[config.mk]
export PLATFORM = sky130hd
export DESIGN_NAME = frame_prefetch_window_flat
export DESIGN_NICKNAME = d
export VERILOG_FILES = /design/src/hw/rtl/fpw_pkg.sv /design/src/hw/rtl/fpw_in_if.sv /design/src/hw/rtl/fpw_out_if.sv /design/src/hw/rtl/fpw_cap_unit.sv /design/src/hw/rtl/frame_prefetch_window.sv /design/src/flat_wrapper.sv
export SDC_FILE = /design/constraint.sdc
export NUM_CORES = 2
export LEC_CHECK = 0
export BUFFER_PORTS_ARGS = -buffer_cell sky130_fd_sc_hd__buf_2
export CAP_MARGIN = 20
export CELL_PAD_IN_SITES_DETAIL_PLACEMENT = 1
export CELL_PAD_IN_SITES_GLOBAL_PLACEMENT = 1
export CORE_UTILIZATION = 54
export DETAILED_ROUTE_END_ITERATION = 7
export HOLD_SLACK_MARGIN = 0.05
export PLACE_DENSITY = 0.93
export SYNTH_ARGS = -nofsm -noshare
export SYNTH_HDL_FRONTEND = slang
export SYNTH_SLANG_ARGS = --single-unit
[constraint.sdc]
create_clock -name clk -period 16.3 [get_ports clk]
set_input_delay 3.26 -clock clk [delete_from_list [all_inputs] [get_ports clk]]
set_output_delay 3.26 -clock clk [all_outputs]
set_load 0.01 [all_outputs]
[src/hw/rtl/fpw_pkg.sv]
// Package for the frame prefetch window block: default parameter values,
// fixed register widths, configuration register indexes and status types.
// No dependencies.
package fpw_pkg;

	localparam int FRAME_BITS_DEF     = 24;
	localparam int BIAS_FRAC_BITS_DEF = 8;

	localparam int SIZE_W     = 32;
	localparam int BUDGET_W   = 40;
	localparam int CFG_DATA_W = 40;
	localparam int CFG_IDX_W  = 3;
	localparam int DIV_CNT_W  = $clog2(BUDGET_W);

	typedef enum logic [CFG_IDX_W-1:0] {
		REG_CLIP_FRAMES  = 3'd0,
		REG_FRAME_SIZE   = 3'd1,
		REG_BUDGET       = 3'd2,
		REG_LEAD_BIAS    = 3'd3,
		REG_EDGE_MARGIN  = 3'd4
	} cfg_reg_t;

	typedef struct packed {
		logic busy;
		logic enabled;
		logic whole;
	} cap_stat_t;

endpackage

[src/hw/rtl/fpw_in_if.sv]
// Input channel of the frame prefetch window: playhead and motion sign.
// Depends on fpw_pkg.
interface fpw_in_if #(
	parameter int FRAME_BITS = fpw_pkg::FRAME_BITS_DEF
);
	logic                  valid;
	logic                  ready;
	logic [FRAME_BITS-1:0] playhead;
	logic signed [1:0]     direction;

	modport source (output valid, output playhead, output direction, input ready);
	modport sink   (input valid, input playhead, input direction, output ready);
endinterface

[src/hw/rtl/fpw_out_if.sv]
// Result channel of the frame prefetch window: fetch request and window.
// Depends on fpw_pkg.
interface fpw_out_if #(
	parameter int FRAME_BITS = fpw_pkg::FRAME_BITS_DEF
);
	logic                  valid;
	logic                  ready;
	logic                  moved;
	logic [FRAME_BITS-1:0] fetch_first;
	logic [FRAME_BITS-1:0] fetch_count;
	logic                  full_reload;
	logic [FRAME_BITS-1:0] window_first;
	logic [FRAME_BITS-1:0] window_count;

	modport source (output valid, output moved, output fetch_first, output fetch_count,
		output full_reload, output window_first, output window_count, input ready);
	modport sink (input valid, input moved, input fetch_first, input fetch_count,
		input full_reload, input window_first, input window_count, output ready);
endinterface

[src/hw/rtl/fpw_cap_unit.sv]
// Capacity unit: restoring divider of budget by frame size, clamp to the
// clip, and the frame counts behind the playhead for each motion sign.
// Depends on fpw_pkg.
module fpw_cap_unit #(
	parameter int FRAME_BITS     = fpw_pkg::FRAME_BITS_DEF,
	parameter int BIAS_FRAC_BITS = fpw_pkg::BIAS_FRAC_BITS_DEF
) (
	input  logic                              clk,
	input  logic                              arst_n,
	input  logic                              start,
	input  logic [FRAME_BITS-1:0]             clip,
	input  logic [fpw_pkg::SIZE_W-1:0]        fsize,
	input  logic [fpw_pkg::BUDGET_W-1:0]      budget,
	input  logic [BIAS_FRAC_BITS:0]           lead,
	output logic [FRAME_BITS-1:0]             cap,
	output logic [FRAME_BITS-1:0]             first_lim,
	output logic [FRAME_BITS-1:0]             behind_f,
	output logic [FRAME_BITS-1:0]             behind_b,
	output fpw_pkg::cap_stat_t                stat
);
	localparam int SW = fpw_pkg::SIZE_W;
	localparam int BW = fpw_pkg::BUDGET_W;
	localparam logic [BIAS_FRAC_BITS:0] ONE = (BIAS_FRAC_BITS+1)'(1) << BIAS_FRAC_BITS;

	typedef enum logic [2:0] {
		ST_IDLE, ST_LOAD, ST_DIV, ST_CLAMP, ST_MUL_F, ST_MUL_B
	} state_t;

	state_t                       state_q;
	logic [fpw_pkg::DIV_CNT_W-1:0] cnt_q;
	logic [SW-1:0]                rem_q;
	logic [BW-1:0]                quo_q;
	logic [FRAME_BITS-1:0]        cap_q, first_lim_q, bf_q, bb_q;
	logic                         enabled_q, whole_q;

	logic [SW:0]                  sh, diff;
	logic                         fits;
	logic [BW-1:0]                clip_x;
	logic [FRAME_BITS-1:0]        cap_c;
	logic [BIAS_FRAC_BITS:0]      lead_sat, mul_b;
	logic [FRAME_BITS+BIAS_FRAC_BITS:0] prod;
	logic [FRAME_BITS-1:0]        behind;

	assign sh     = {rem_q, quo_q[BW-1]};
	assign fits   = sh >= {1'b0, fsize};
	assign diff   = sh - {1'b0, fsize};
	assign clip_x = BW'(clip);

	always_comb begin
		if (quo_q == '0) begin
			cap_c = FRAME_BITS'(1);
		end else if (quo_q > clip_x) begin
			cap_c = clip;
		end else begin
			cap_c = quo_q[FRAME_BITS-1:0];
		end
	end

	assign lead_sat = (lead > ONE) ? ONE : lead;
	assign mul_b    = (state_q == ST_MUL_F) ? (ONE - lead_sat) : lead_sat;
	assign prod     = cap_q * mul_b;
	assign behind   = prod[BIAS_FRAC_BITS +: FRAME_BITS];

	always_ff @(posedge clk or negedge arst_n) begin
		if (!arst_n) begin
			state_q     <= ST_IDLE;
			cnt_q       <= '0;
			enabled_q   <= 1'b0;
			whole_q     <= 1'b0;
			cap_q       <= '0;
			first_lim_q <= '0;
			bf_q        <= '0;
			bb_q        <= '0;
			rem_q       <= '0;
			quo_q       <= '0;
		end else if (start) begin
			state_q   <= ST_LOAD;
			enabled_q <= 1'b0;
		end else begin
			case (state_q)
				ST_IDLE: begin
					state_q <= ST_IDLE;
				end
				ST_LOAD: begin
					if (clip == '0 || fsize == '0) begin
						cap_q       <= '0;
						first_lim_q <= '0;
						bf_q        <= '0;
						bb_q        <= '0;
						whole_q     <= 1'b0;
						enabled_q   <= 1'b0;
						state_q     <= ST_IDLE;
					end else begin
						rem_q   <= '0;
						quo_q   <= budget;
						cnt_q   <= fpw_pkg::DIV_CNT_W'(BW - 1);
						state_q <= ST_DIV;
					end
				end
				ST_DIV: begin
					rem_q <= fits ? diff[SW-1:0] : sh[SW-1:0];
					quo_q <= {quo_q[BW-2:0], fits};
					if (cnt_q == '0) begin
						state_q <= ST_CLAMP;
					end else begin
						cnt_q <= cnt_q - 1'b1;
					end
				end
				ST_CLAMP: begin
					cap_q       <= cap_c;
					first_lim_q <= clip - cap_c;
					whole_q     <= (cap_c == clip);
					state_q     <= ST_MUL_F;
				end
				ST_MUL_F: begin
					bf_q    <= behind;
					state_q <= ST_MUL_B;
				end
				ST_MUL_B: begin
					bb_q      <= behind;
					enabled_q <= 1'b1;
					state_q   <= ST_IDLE;
				end
				default: begin
					state_q <= ST_IDLE;
				end
			endcase
		end
	end

	assign cap       = cap_q;
	assign first_lim = first_lim_q;
	assign behind_f  = bf_q;
	assign behind_b  = bb_q;
	assign stat      = {(state_q != ST_IDLE), enabled_q, whole_q};

endmodule

[src/hw/rtl/frame_prefetch_window.sv]
// Frame prefetch window: takes one playhead beat per cycle and returns one result
// beat per input through the input register, target register and result register;
// when the consumer stalls the stages fill and the input stalls with them.
// A write to config index 0 to 4 starts the capacity unit, a one-bit-per-cycle
// divider of the 40-bit budget: no input beat is taken in the write cycle or while
// it is busy (just its load state when the clip length or the frame size is zero).
// Depends on fpw_pkg, fpw_in_if, fpw_out_if and fpw_cap_unit.
module frame_prefetch_window #(
	parameter int FRAME_BITS     = fpw_pkg::FRAME_BITS_DEF,
	parameter int BIAS_FRAC_BITS = fpw_pkg::BIAS_FRAC_BITS_DEF
) (
	input  logic                              clk,
	input  logic                              arst_n,
	input  logic                              cfg_we,
	input  logic [fpw_pkg::CFG_IDX_W-1:0]     cfg_idx,
	input  logic [fpw_pkg::CFG_DATA_W-1:0]    cfg_data,
	fpw_in_if.sink                            item,
	fpw_out_if.source                         result
);
	localparam logic [BIAS_FRAC_BITS:0] LEAD_RESET =
		(BIAS_FRAC_BITS+1)'((3 << BIAS_FRAC_BITS) / 4);

	logic [FRAME_BITS-1:0]            clip_q, margin_q;
	logic [fpw_pkg::SIZE_W-1:0]       fsize_q;
	logic [fpw_pkg::BUDGET_W-1:0]     budget_q;
	logic [BIAS_FRAC_BITS:0]          lead_q;
	logic                             cfg_hit;

	logic [FRAME_BITS-1:0]            cap, first_lim, behind_f, behind_b, behind_s;
	fpw_pkg::cap_stat_t               stat;

	logic                             v_s1, v_s2, v_s3;
	logic [FRAME_BITS-1:0]            pos_s1, pos_s2, tgt_s2;
	logic [1:0]                       dir_s1;
	logic                             placed_q;
	logic [FRAME_BITS-1:0]            start_q;

	logic                             adv_s3, adv_s2, adv_s1;
	logic [FRAME_BITS-1:0]            clip_m1, pos_c, back_n, first_t, tgt_c;

	logic [FRAME_BITS-1:0]            last, tlast;
	logic [FRAME_BITS:0]              start_plus_m, pos_plus_m;
	logic                             low_edge, high_edge, outside, overlap;
	logic                             moved_c, full_c, placed_n;
	logic [FRAME_BITS-1:0]            ff_c, fc_c, start_n;

	logic                             moved_s3, full_s3;
	logic [FRAME_BITS-1:0]            ff_s3, fc_s3, wf_s3, wc_s3;

	assign cfg_hit = cfg_we && (cfg_idx <= fpw_pkg::REG_EDGE_MARGIN);

	always_ff @(posedge clk or negedge arst_n) begin
		if (!arst_n) begin
			clip_q   <= '0;
			fsize_q  <= '0;
			budget_q <= '0;
			lead_q   <= LEAD_RESET;
			margin_q <= '0;
		end else if (cfg_we) begin
			case (cfg_idx)
				fpw_pkg::REG_CLIP_FRAMES: clip_q   <= cfg_data[FRAME_BITS-1:0];
				fpw_pkg::REG_FRAME_SIZE:  fsize_q  <= cfg_data[fpw_pkg::SIZE_W-1:0];
				fpw_pkg::REG_BUDGET:      budget_q <= cfg_data[fpw_pkg::BUDGET_W-1:0];
				fpw_pkg::REG_LEAD_BIAS:   lead_q   <= cfg_data[BIAS_FRAC_BITS:0];
				fpw_pkg::REG_EDGE_MARGIN: margin_q <= cfg_data[FRAME_BITS-1:0];
				default: begin
				end
			endcase
		end
	end

	fpw_cap_unit #(
		.FRAME_BITS     (FRAME_BITS),
		.BIAS_FRAC_BITS (BIAS_FRAC_BITS)
	) u_cap (
		.clk       (clk),
		.arst_n    (arst_n),
		.start     (cfg_hit),
		.clip      (clip_q),
		.fsize     (fsize_q),
		.budget    (budget_q),
		.lead      (lead_q),
		.cap       (cap),
		.first_lim (first_lim),
		.behind_f  (behind_f),
		.behind_b  (behind_b),
		.stat      (stat)
	);

	assign behind_s = cap >> 1;

	assign adv_s3     = !v_s3 || result.ready;
	assign adv_s2     = !v_s2 || adv_s3;
	assign adv_s1     = !v_s1 || adv_s2;
	assign item.ready = adv_s1 && !stat.busy && !cfg_hit;

	// target placement from the clamped playhead
	assign clip_m1 = clip_q - 1'b1;
	assign pos_c   = (pos_s1 > clip_m1) ? clip_m1 : pos_s1;

	always_comb begin
		if (dir_s1[1]) begin
			back_n = behind_b;
		end else if (dir_s1[0]) begin
			back_n = behind_f;
		end else begin
			back_n = behind_s;
		end
	end

	assign first_t = (pos_c > back_n) ? (pos_c - back_n) : '0;
	assign tgt_c   = stat.whole ? '0 : ((first_t < first_lim) ? first_t : first_lim);

	// window update against the resident placement
	assign last         = start_q + cap - 1'b1;
	assign tlast        = tgt_s2 + cap - 1'b1;
	assign start_plus_m = {1'b0, start_q} + {1'b0, margin_q};
	assign pos_plus_m   = {1'b0, pos_s2} + {1'b0, margin_q};
	assign low_edge     = ({1'b0, pos_s2} < start_plus_m) && (start_q != '0);
	assign high_edge    = (pos_plus_m > {1'b0, last}) && (start_q < first_lim);
	assign outside      = (pos_s2 < start_q) || (pos_s2 > last);
	assign overlap      = (tgt_s2 <= last) && (start_q <= tlast);

	always_comb begin
		moved_c  = 1'b0;
		full_c   = 1'b0;
		ff_c     = '0;
		fc_c     = '0;
		placed_n = placed_q;
		start_n  = start_q;
		if (stat.enabled) begin
			if (!placed_q) begin
				placed_n = 1'b1;
				start_n  = tgt_s2;
				moved_c  = 1'b1;
				full_c   = 1'b1;
				ff_c     = tgt_s2;
				fc_c     = cap;
			end else if (!stat.whole && (low_edge || high_edge || outside)
					&& (tgt_s2 != start_q)) begin
				moved_c = 1'b1;
				start_n = tgt_s2;
				if (!overlap) begin
					full_c = 1'b1;
					ff_c   = tgt_s2;
					fc_c   = cap;
				end else if (tgt_s2 > start_q) begin
					ff_c = last + 1'b1;
					fc_c = tlast - last;
				end else begin
					ff_c = tgt_s2;
					fc_c = start_q - tgt_s2;
				end
			end
		end
	end

	always_ff @(posedge clk or negedge arst_n) begin
		if (!arst_n) begin
			v_s1     <= 1'b0;
			v_s2     <= 1'b0;
			v_s3     <= 1'b0;
			placed_q <= 1'b0;
			start_q  <= '0;
		end else begin
			if (adv_s1) begin
				v_s1 <= item.valid && item.ready;
			end
			if (adv_s2) begin
				v_s2 <= v_s1;
			end
			if (adv_s3) begin
				v_s3 <= v_s2;
			end
			if (cfg_hit) begin
				placed_q <= 1'b0;
				start_q  <= '0;
			end else if (v_s2 && adv_s3) begin
				placed_q <= placed_n;
				start_q  <= start_n;
			end
		end
	end

	always_ff @(posedge clk) begin
		if (item.valid && item.ready) begin
			pos_s1 <= item.playhead;
			dir_s1 <= item.direction;
		end
		if (v_s1 && adv_s2) begin
			pos_s2 <= pos_c;
			tgt_s2 <= tgt_c;
		end
		if (v_s2 && adv_s3) begin
			moved_s3 <= moved_c;
			full_s3  <= full_c;
			ff_s3    <= ff_c;
			fc_s3    <= fc_c;
			wf_s3    <= placed_n ? start_n : '0;
			wc_s3    <= placed_n ? cap : '0;
		end
	end

	assign result.valid        = v_s3;
	assign result.moved        = moved_s3;
	assign result.full_reload  = full_s3;
	assign result.fetch_first  = ff_s3;
	assign result.fetch_count  = fc_s3;
	assign result.window_first = wf_s3;
	assign result.window_count = wc_s3;

`ifndef SYNTHESIS
	a_no_beat_while_busy: assert property (@(posedge clk) disable iff (!arst_n)
		item.valid && item.ready |-> !stat.busy)
		else $error("input beat taken while capacity unit busy");

	a_cfg_clears_place: assert property (@(posedge clk) disable iff (!arst_n)
		cfg_hit |=> !placed_q && start_q == '0)
		else $error("placement survived a configuration write");

	a_reload_is_move: assert property (@(posedge clk) disable iff (!arst_n)
		v_s3 && full_s3 |-> moved_s3 && fc_s3 == wc_s3)
		else $error("full reload without a whole-window fetch");

	a_move_fetches: assert property (@(posedge clk) disable iff (!arst_n)
		v_s3 && moved_s3 |-> fc_s3 != '0 && wc_s3 != '0)
		else $error("window moved with nothing to fetch");

	a_placed_enabled: assert property (@(posedge clk) disable iff (!arst_n)
		placed_q && !stat.busy |-> stat.enabled)
		else $error("window placed while block disabled");
`endif

endmodule
[src/flat_wrapper.sv]
// flat-port wrapper written by rule: the top's interface ports become plain ports
module frame_prefetch_window_flat 
#(
	parameter int FRAME_BITS     = fpw_pkg::FRAME_BITS_DEF,
	parameter int BIAS_FRAC_BITS = fpw_pkg::BIAS_FRAC_BITS_DEF
)
  (clk, arst_n, cfg_we, cfg_idx, cfg_data, item_valid, item_playhead, item_direction, item_ready, result_valid, result_moved, result_fetch_first, result_fetch_count, result_full_reload, result_window_first, result_window_count, result_ready);
  fpw_in_if #(.FRAME_BITS(FRAME_BITS)) item_i ();
  fpw_out_if #(.FRAME_BITS(FRAME_BITS)) result_i ();
  input  logic clk;
  input  logic arst_n;
  input  logic cfg_we;
  input  logic [fpw_pkg::CFG_IDX_W-1:0] cfg_idx;
  input  logic [fpw_pkg::CFG_DATA_W-1:0] cfg_data;
  input wire logic [$bits(item_i.valid)-1:0] item_valid;
  input wire logic [$bits(item_i.playhead)-1:0] item_playhead;
  input wire logic [$bits(item_i.direction)-1:0] item_direction;
  output wire logic [$bits(item_i.ready)-1:0] item_ready;
  output wire logic [$bits(result_i.valid)-1:0] result_valid;
  output wire logic [$bits(result_i.moved)-1:0] result_moved;
  output wire logic [$bits(result_i.fetch_first)-1:0] result_fetch_first;
  output wire logic [$bits(result_i.fetch_count)-1:0] result_fetch_count;
  output wire logic [$bits(result_i.full_reload)-1:0] result_full_reload;
  output wire logic [$bits(result_i.window_first)-1:0] result_window_first;
  output wire logic [$bits(result_i.window_count)-1:0] result_window_count;
  input wire logic [$bits(result_i.ready)-1:0] result_ready;
  assign item_i.valid = item_valid;
  assign item_i.playhead = item_playhead;
  assign item_i.direction = item_direction;
  assign item_ready = item_i.ready;
  assign result_valid = result_i.valid;
  assign result_moved = result_i.moved;
  assign result_fetch_first = result_i.fetch_first;
  assign result_fetch_count = result_i.fetch_count;
  assign result_full_reload = result_i.full_reload;
  assign result_window_first = result_i.window_first;
  assign result_window_count = result_i.window_count;
  assign result_i.ready = result_ready;
  frame_prefetch_window #(.FRAME_BITS(FRAME_BITS), .BIAS_FRAC_BITS(BIAS_FRAC_BITS)) u_core (.clk(clk), .arst_n(arst_n), .cfg_we(cfg_we), .cfg_idx(cfg_idx), .cfg_data(cfg_data), .item(item_i), .result(result_i));
endmodule
== Word-level counts from Yosys, hierarchy flattened ==
Cells that the tools add are included.

* Add/subtract/negate cells: 15
* Reduce and logical (&&, ||, !) cells: 48
* Eq/ne operators: 16
* Muxes and demuxes: 51
* Bitwise operators: 1
* Magnitude comparators: 15
* Multiply operators: 1

{| class="wikitable"
|+ Operators by type and width
! operator !! number
|-
| $mux 24 || 21
|-
| $pmux 24 s2 || 4
|-
| $gt 24x24->1 || 4
|-
| $sub 24x24->24 || 4
|-
| $pmux 40 s2 || 1
|-
| $lt 24x24->1 || 3
|-
| $sub 24x1->24 const B || 3
|-
| $mux 32 || 2
|-
| $pmux 32 s2 || 1
|-
| $add 24x24->25 || 2
|-
| $add 24x24->24 || 2
|-
| $le 24x24->1 || 2
|-
| $gt 40x24->1 || 1
|-
| $logic_not 40->1 || 1
|-
| $mux 40 || 1
|-
| $ge 33x32->1 || 1
|-
| $logic_not 32->1 || 1
|-
| $mul 24x9->32 || 1
|-
| $sub 32x32->32 || 1
|-
| $gt 25x24->1 || 1
|-
| $lt 24x25->1 || 1
|-
| $add 24x1->24 const B || 1
|-
| $eq 24x24->1 || 1
|-
| $logic_not 24->1 || 1
|-
| 30 further kinds || 86
|}

* Register bits after elaboration: 508
* Output and inout bits: 100
* Bits of input ports: 74

== Depth between registers and ports, before layout ==
* Depth in word-level cells: 13
* Gate-level depth with buffers: 49
* Mapped depth without buffers: 47

== Cells and area by module ==
From an unflattened synthesis, not the netlist that was laid out.

* Cells, all modules: 4922
* Area, all modules: 45723.9 sq um

{| class="wikitable"
|+ By module, submodules not included
! module !! times used !! cells each !! seq. area each (sq um) !! area each (sq um)
|-
| frame_prefetch_window || 1 || 2909 || 9096.2 || 27769.1
|-
| fpw_cap_unit || 1 || 2013 || 4479.3 || 17954.7
|}

== Worst setup path after synthesis ==
Ideal clock, no wire load.

* Path kind: reg-to-reg
* Start point: register u_core.clip_q[0]
* End point: register u_core.tgt_s2[23], data pin
* Slack: 7.228 ns
* Cell stages (with the launch flop): 43
* Required time: 16.031 ns
* Path buffers: 2
* Data arrival time: 8.803 ns
* Clock period less this slack: 9.072 ns
* Cells stage by stage: dfrtp_1 -> inv_1 -> ha_1 -> nor3b_2 -> nand4_1 -> nor2_1 -> nand2_1 -> xnor2_1 -> ha_1 -> and4_1 -> nand3_1 -> nor4_2 -> nor2_1 -> or3_4 -> a21oi_4 -> clkbuf_1 -> mux2i_1 -> ha_1 -> [7 not listed] -> o41ai_2 -> nor2_2 -> a41oi_2 -> a2111oi_2 -> a311o_2 -> o31ai_4 -> xor2_1 -> nor2_1 -> ha_1 -> nand4_1 -> a2111oi_0 -> a221oi_1 -> o21ai_0 -> a31o_2 -> clkbuf_1 -> nor4_1 -> mux2i_1 -> o31ai_1

* Cells in the longest elaborated chain, start to end: 7
* Elaborated cells on any way between the ends: 8
* Those cells by class: 2 x add/sub; 3 x order compare; 3 x mux

{| class="wikitable"
|+ RTL lines
! what !! line !! text
|-
| start: declaration || frame_prefetch_window.sv:23 || <nowiki>logic [FRAME_BITS-1:0] clip_q, margin_q;</nowiki>
|-
| start signal: assignment || frame_prefetch_window.sv:61 || <nowiki>fpw_pkg::REG_CLIP_FRAMES: clip_q <= cfg_data[FRAME_BITS-1:0];</nowiki>
|-
| $sub 24x1->24 * || frame_prefetch_window.sv:98 || <nowiki>assign clip_m1 = clip_q - 1'b1;</nowiki>
|-
| $gt 24x24->1 || frame_prefetch_window.sv:99 || <nowiki>assign pos_c = (pos_s1 > clip_m1) ? clip_m1 : pos_s1;</nowiki>
|-
| $mux 24 * || frame_prefetch_window.sv:99 ||
|-
| via u_core.pos_c[1] || frame_prefetch_window.sv:39 || <nowiki>logic [FRAME_BITS-1:0] clip_m1, pos_c, back_n, first_t, tgt_c;</nowiki>
|-
| $sub 24x24->24 or $gt 24x24->1 (tied branches) || frame_prefetch_window.sv:111 || <nowiki>assign first_t = (pos_c > back_n) ? (pos_c - back_n) : '0;</nowiki>
|-
| $mux 24 * || frame_prefetch_window.sv:111 ||
|-
| $lt 24x24->1 || frame_prefetch_window.sv:112 || <nowiki>assign tgt_c = stat.whole ? '0 : ((first_t < first_lim) ? first_t : first_lim);</nowiki>
|-
| $mux 24 * || frame_prefetch_window.sv:112 ||
|-
| end signal: assignment || frame_prefetch_window.sv:192 || <nowiki>tgt_s2 <= tgt_c;</nowiki>
|-
| end: declaration || frame_prefetch_window.sv:33 || <nowiki>logic [FRAME_BITS-1:0] pos_s1, pos_s2, tgt_s2;</nowiki>
|}

Mark *: on every way through the listed nets, which the timed path passes. The rest lies on a longest branch.
A chain may end at the register's enable or synchronous reset.

== Worst setup path after layout ==
* Start point: register u_core.clip_q[0]
* End point: register u_core.tgt_s2[5], data pin

The elaborated chain is that of the path after synthesis.

==> results by group <==
Global routing
  • Largest net degree at the start of global routing: between 100 and 150
  • Vias in the first global route: roughly 44000
  • Congestion Overflow GR: 0
  • First-pass GRT wire length: about 280000 um
  • Initial antenna violation count: 18
  • GR Util All Layers: 0.450

Worst setup path
  • Max incr delay on CP: 0.49 ns
  • CP Capture Type: register
  • Worst Path Max Fanout: 23
  • WP data arrival: about 12 ns
  • Most frequent CP cell: nor2_1
  • Startpoint Class: register
  • WP data required: ~17 ns
  • Slowest CP cell: o21ai_1
  • Kind of critical path: register to register

Floorplanning
  • Core area: ~81000 sq um
  • Height of the die: just under 300 um
  • Die W: between 200 and 300 um
  • Cell row count: around 100
  • Die area: between 80000 and 90000 sq um
  • Io pins: between 150 and 200
  • Initial Util: 0.548

Detailed routing
  • DR iter-0 viols: about 4200
  • Detailed Routing Iterations Pass 1: 8
  • Routed via count: slightly above 40000
  • Final ANT Viol Nets: 0
  • Vias per cell: roughly 6.8
  • Routed len/inst: between 30 and 40 um
  • DRC: 22
  • Post-Route WL: ~190000 um

Timing
  • Total negative slack: 0 ns
  • Slew Viols, Final: 0
  • FMAX: 0.0867 GHz
  • Skew final: 0.0727 ns
  • Unrepaired setup endpoints after global routing: false
  • Finish-stage setup viols: 0
  • Final Hold Viols: 0
  • Slew margin rel.: 0.202
  • Worst-Margin Slew: 1.19 ns
  • Crit share post-route: 0.708
  • Post-route minimum period: between 10 and 15 ns

Cells and area
  • Final #Nets: 5765
  • Storage element area: between 10000 and 15000 sq um
  • Fill count: between 9000 and 10000
  • Ratio of cells with drive above 1 in the final layout: 0.101
  • Layout area overhead: 9.66%
  • Area of the multi-input gates: approximately 28000 sq um

Hold path
  • Hold Path Class: register to register

Clock network
  • Number of clock sinks: 508
  • Worst-Skew Late Latency: 0.69 ns
  • H-tree levels: 2
  • CTS tree: yes
  • Clock root cell: clkbuf_16
  • Clock transition at path regs: 0.07 ns
  • Post CTS Setup Buffer Count: 0
  • CTS buffer count: a little under 60
  • PostCTS Resize Cnt: 0
  • Clk buf depth: 3
  • Hold Buf Count CTS: 0

Outcome
  • Outcome: finished with violations
  • Failing checks: design-rule violations

Placement
  • Input/output buffers: approximately 170
  • Routability cong.: ~1
  • Final HPWL DP: around 140000 um

Logic synthesis
  • Post-synthesis sequential area ratio: 0.307
  • Synthesized Nets: 5631
  • Netlist cell types: a little under 90
  • Area contributors post-synth: dfrtp_1, ha_1, edfxtp_1
  • Post-synth top area share: 0.189
  • Synth Area per Inst: 9.13 sq um
  • Synth async-reset ratio: 0.661
  • Synth Warn #: 0
  • Yosys top cell by area: dfrtp_1
  • Most frequent cell after synthesis: ha_1
  • Post-Synthesis Cells: approximately 4800
  • Main synth FF type: dfrtp_1
  • Synth cell count leaders: ha_1, inv_1, nand2_1
  • Synthesized cell area: approximately 44000 sq um
  • Synth Register Bits: just over 500
  • EDFF count, synth: roughly 170

Flow run
  • Max-Cap Viols: 0
==> worst max-delay path, delay by kind of cell, from the launching register on <==
family	cells	cell delay, ns
flip-flops	1	0.47
buffers and inverters	5	1.17
multiplexers	2	0.46
adder cells (fa/ha/maj)	6	1.66
XOR/XNOR	1	0.16
AND/OR/NAND/NOR	12	2.74
AO/OA/AOI/OAI	19	4.55
==> final timing paths <==
check                                               from                       end  slack, ns  cells after the start
min in group asynchronous                         arst_n  u_core.u_cap.behind_f[7]       2.67                      1
worst max-delay path                    u_core.clip_q[0]          u_core.tgt_s2[5]       4.76                     45
worst max register to register          u_core.clip_q[0]          u_core.tgt_s2[5]       4.76                     45
max in group asynchronous                         arst_n       u_core.margin_q[12]      11.32                      3
worst min register to register  u_core.u_cap.behind_f[2]  u_core.u_cap.behind_f[2]       0.50                      1
worst min-delay path            u_core.u_cap.behind_f[2]  u_core.u_cap.behind_f[2]       0.50                      1
==> placed cells by master (no fill, tap or decap), types with 162 or more instances in the layout <==
cell type  count
ha_1         549
inv_1        483
nand2_1      476
dfrtp_1      334
nor2_1       320
o21ai_0      297
a21oi_1      280
buf_2        173
edfxtp_1     172
fa_1         162
==> metrics by stage <==
step	setup WS [ns]	cell area, sq um	instances	hold WS (ns)	utilization
CTS	4.99	48500	6085	0.501	0.600
floorplan	7.23	44200	4846	0.450	-
detailed placement	5.10	46500	5977	0.474	0.575
global placement	5.33	46500	5977	0.462	0.575
global route	3.93	48500	6093	0.526	0.600
finish	4.76	48500	6097	0.504	0.600
==> routing by layer <==
metal	part of all wire	track usage
met3	0.10	0.123
met5	0.00062	0
met4	0.10	0.378
met2	0.44	0.700
met1	0.35	0.516
==> flip-flops by register name, summed over array words and instances, names as in the netlist, 32 cells and up <==
signal and flops:
u_core.budget_q 40, u_core.u_cap.quo_q 40, u_core.fsize_q 32, u_core.u_cap.rem_q 32
==> final cells by class <==
cell class / instances / area share
inverters: 484 / 0.0374
diodes: 9 / 0.000464
flip-flops and latches: 508 / 0.280
clock inverters: 37 / 0.00993
clock buffers: 71 / 0.0313
multi-input cells: 3676 / 0.583
repair buffers: 252 / 0.0304
well taps: 1060 / 0.0273
==> cell families after synthesis <==
group | count (synthesis) | share of synthesized area
AND/OR/NAND/NOR | 1402 | 0.149
flip-flops | 508 | 0.307
AO/OA/AOI/OAI | 1108 | 0.161
adder cells (fa/ha/maj) | 712 | 0.229
multiplexers | 197 | 0.0468
XOR/XNOR | 257 | 0.0512
buffers and inverters | 662 | 0.0563
Power is left out: the tool's default activity adds up to more than one toggle a clock period on the data nets, which glitch-free logic cannot reach.
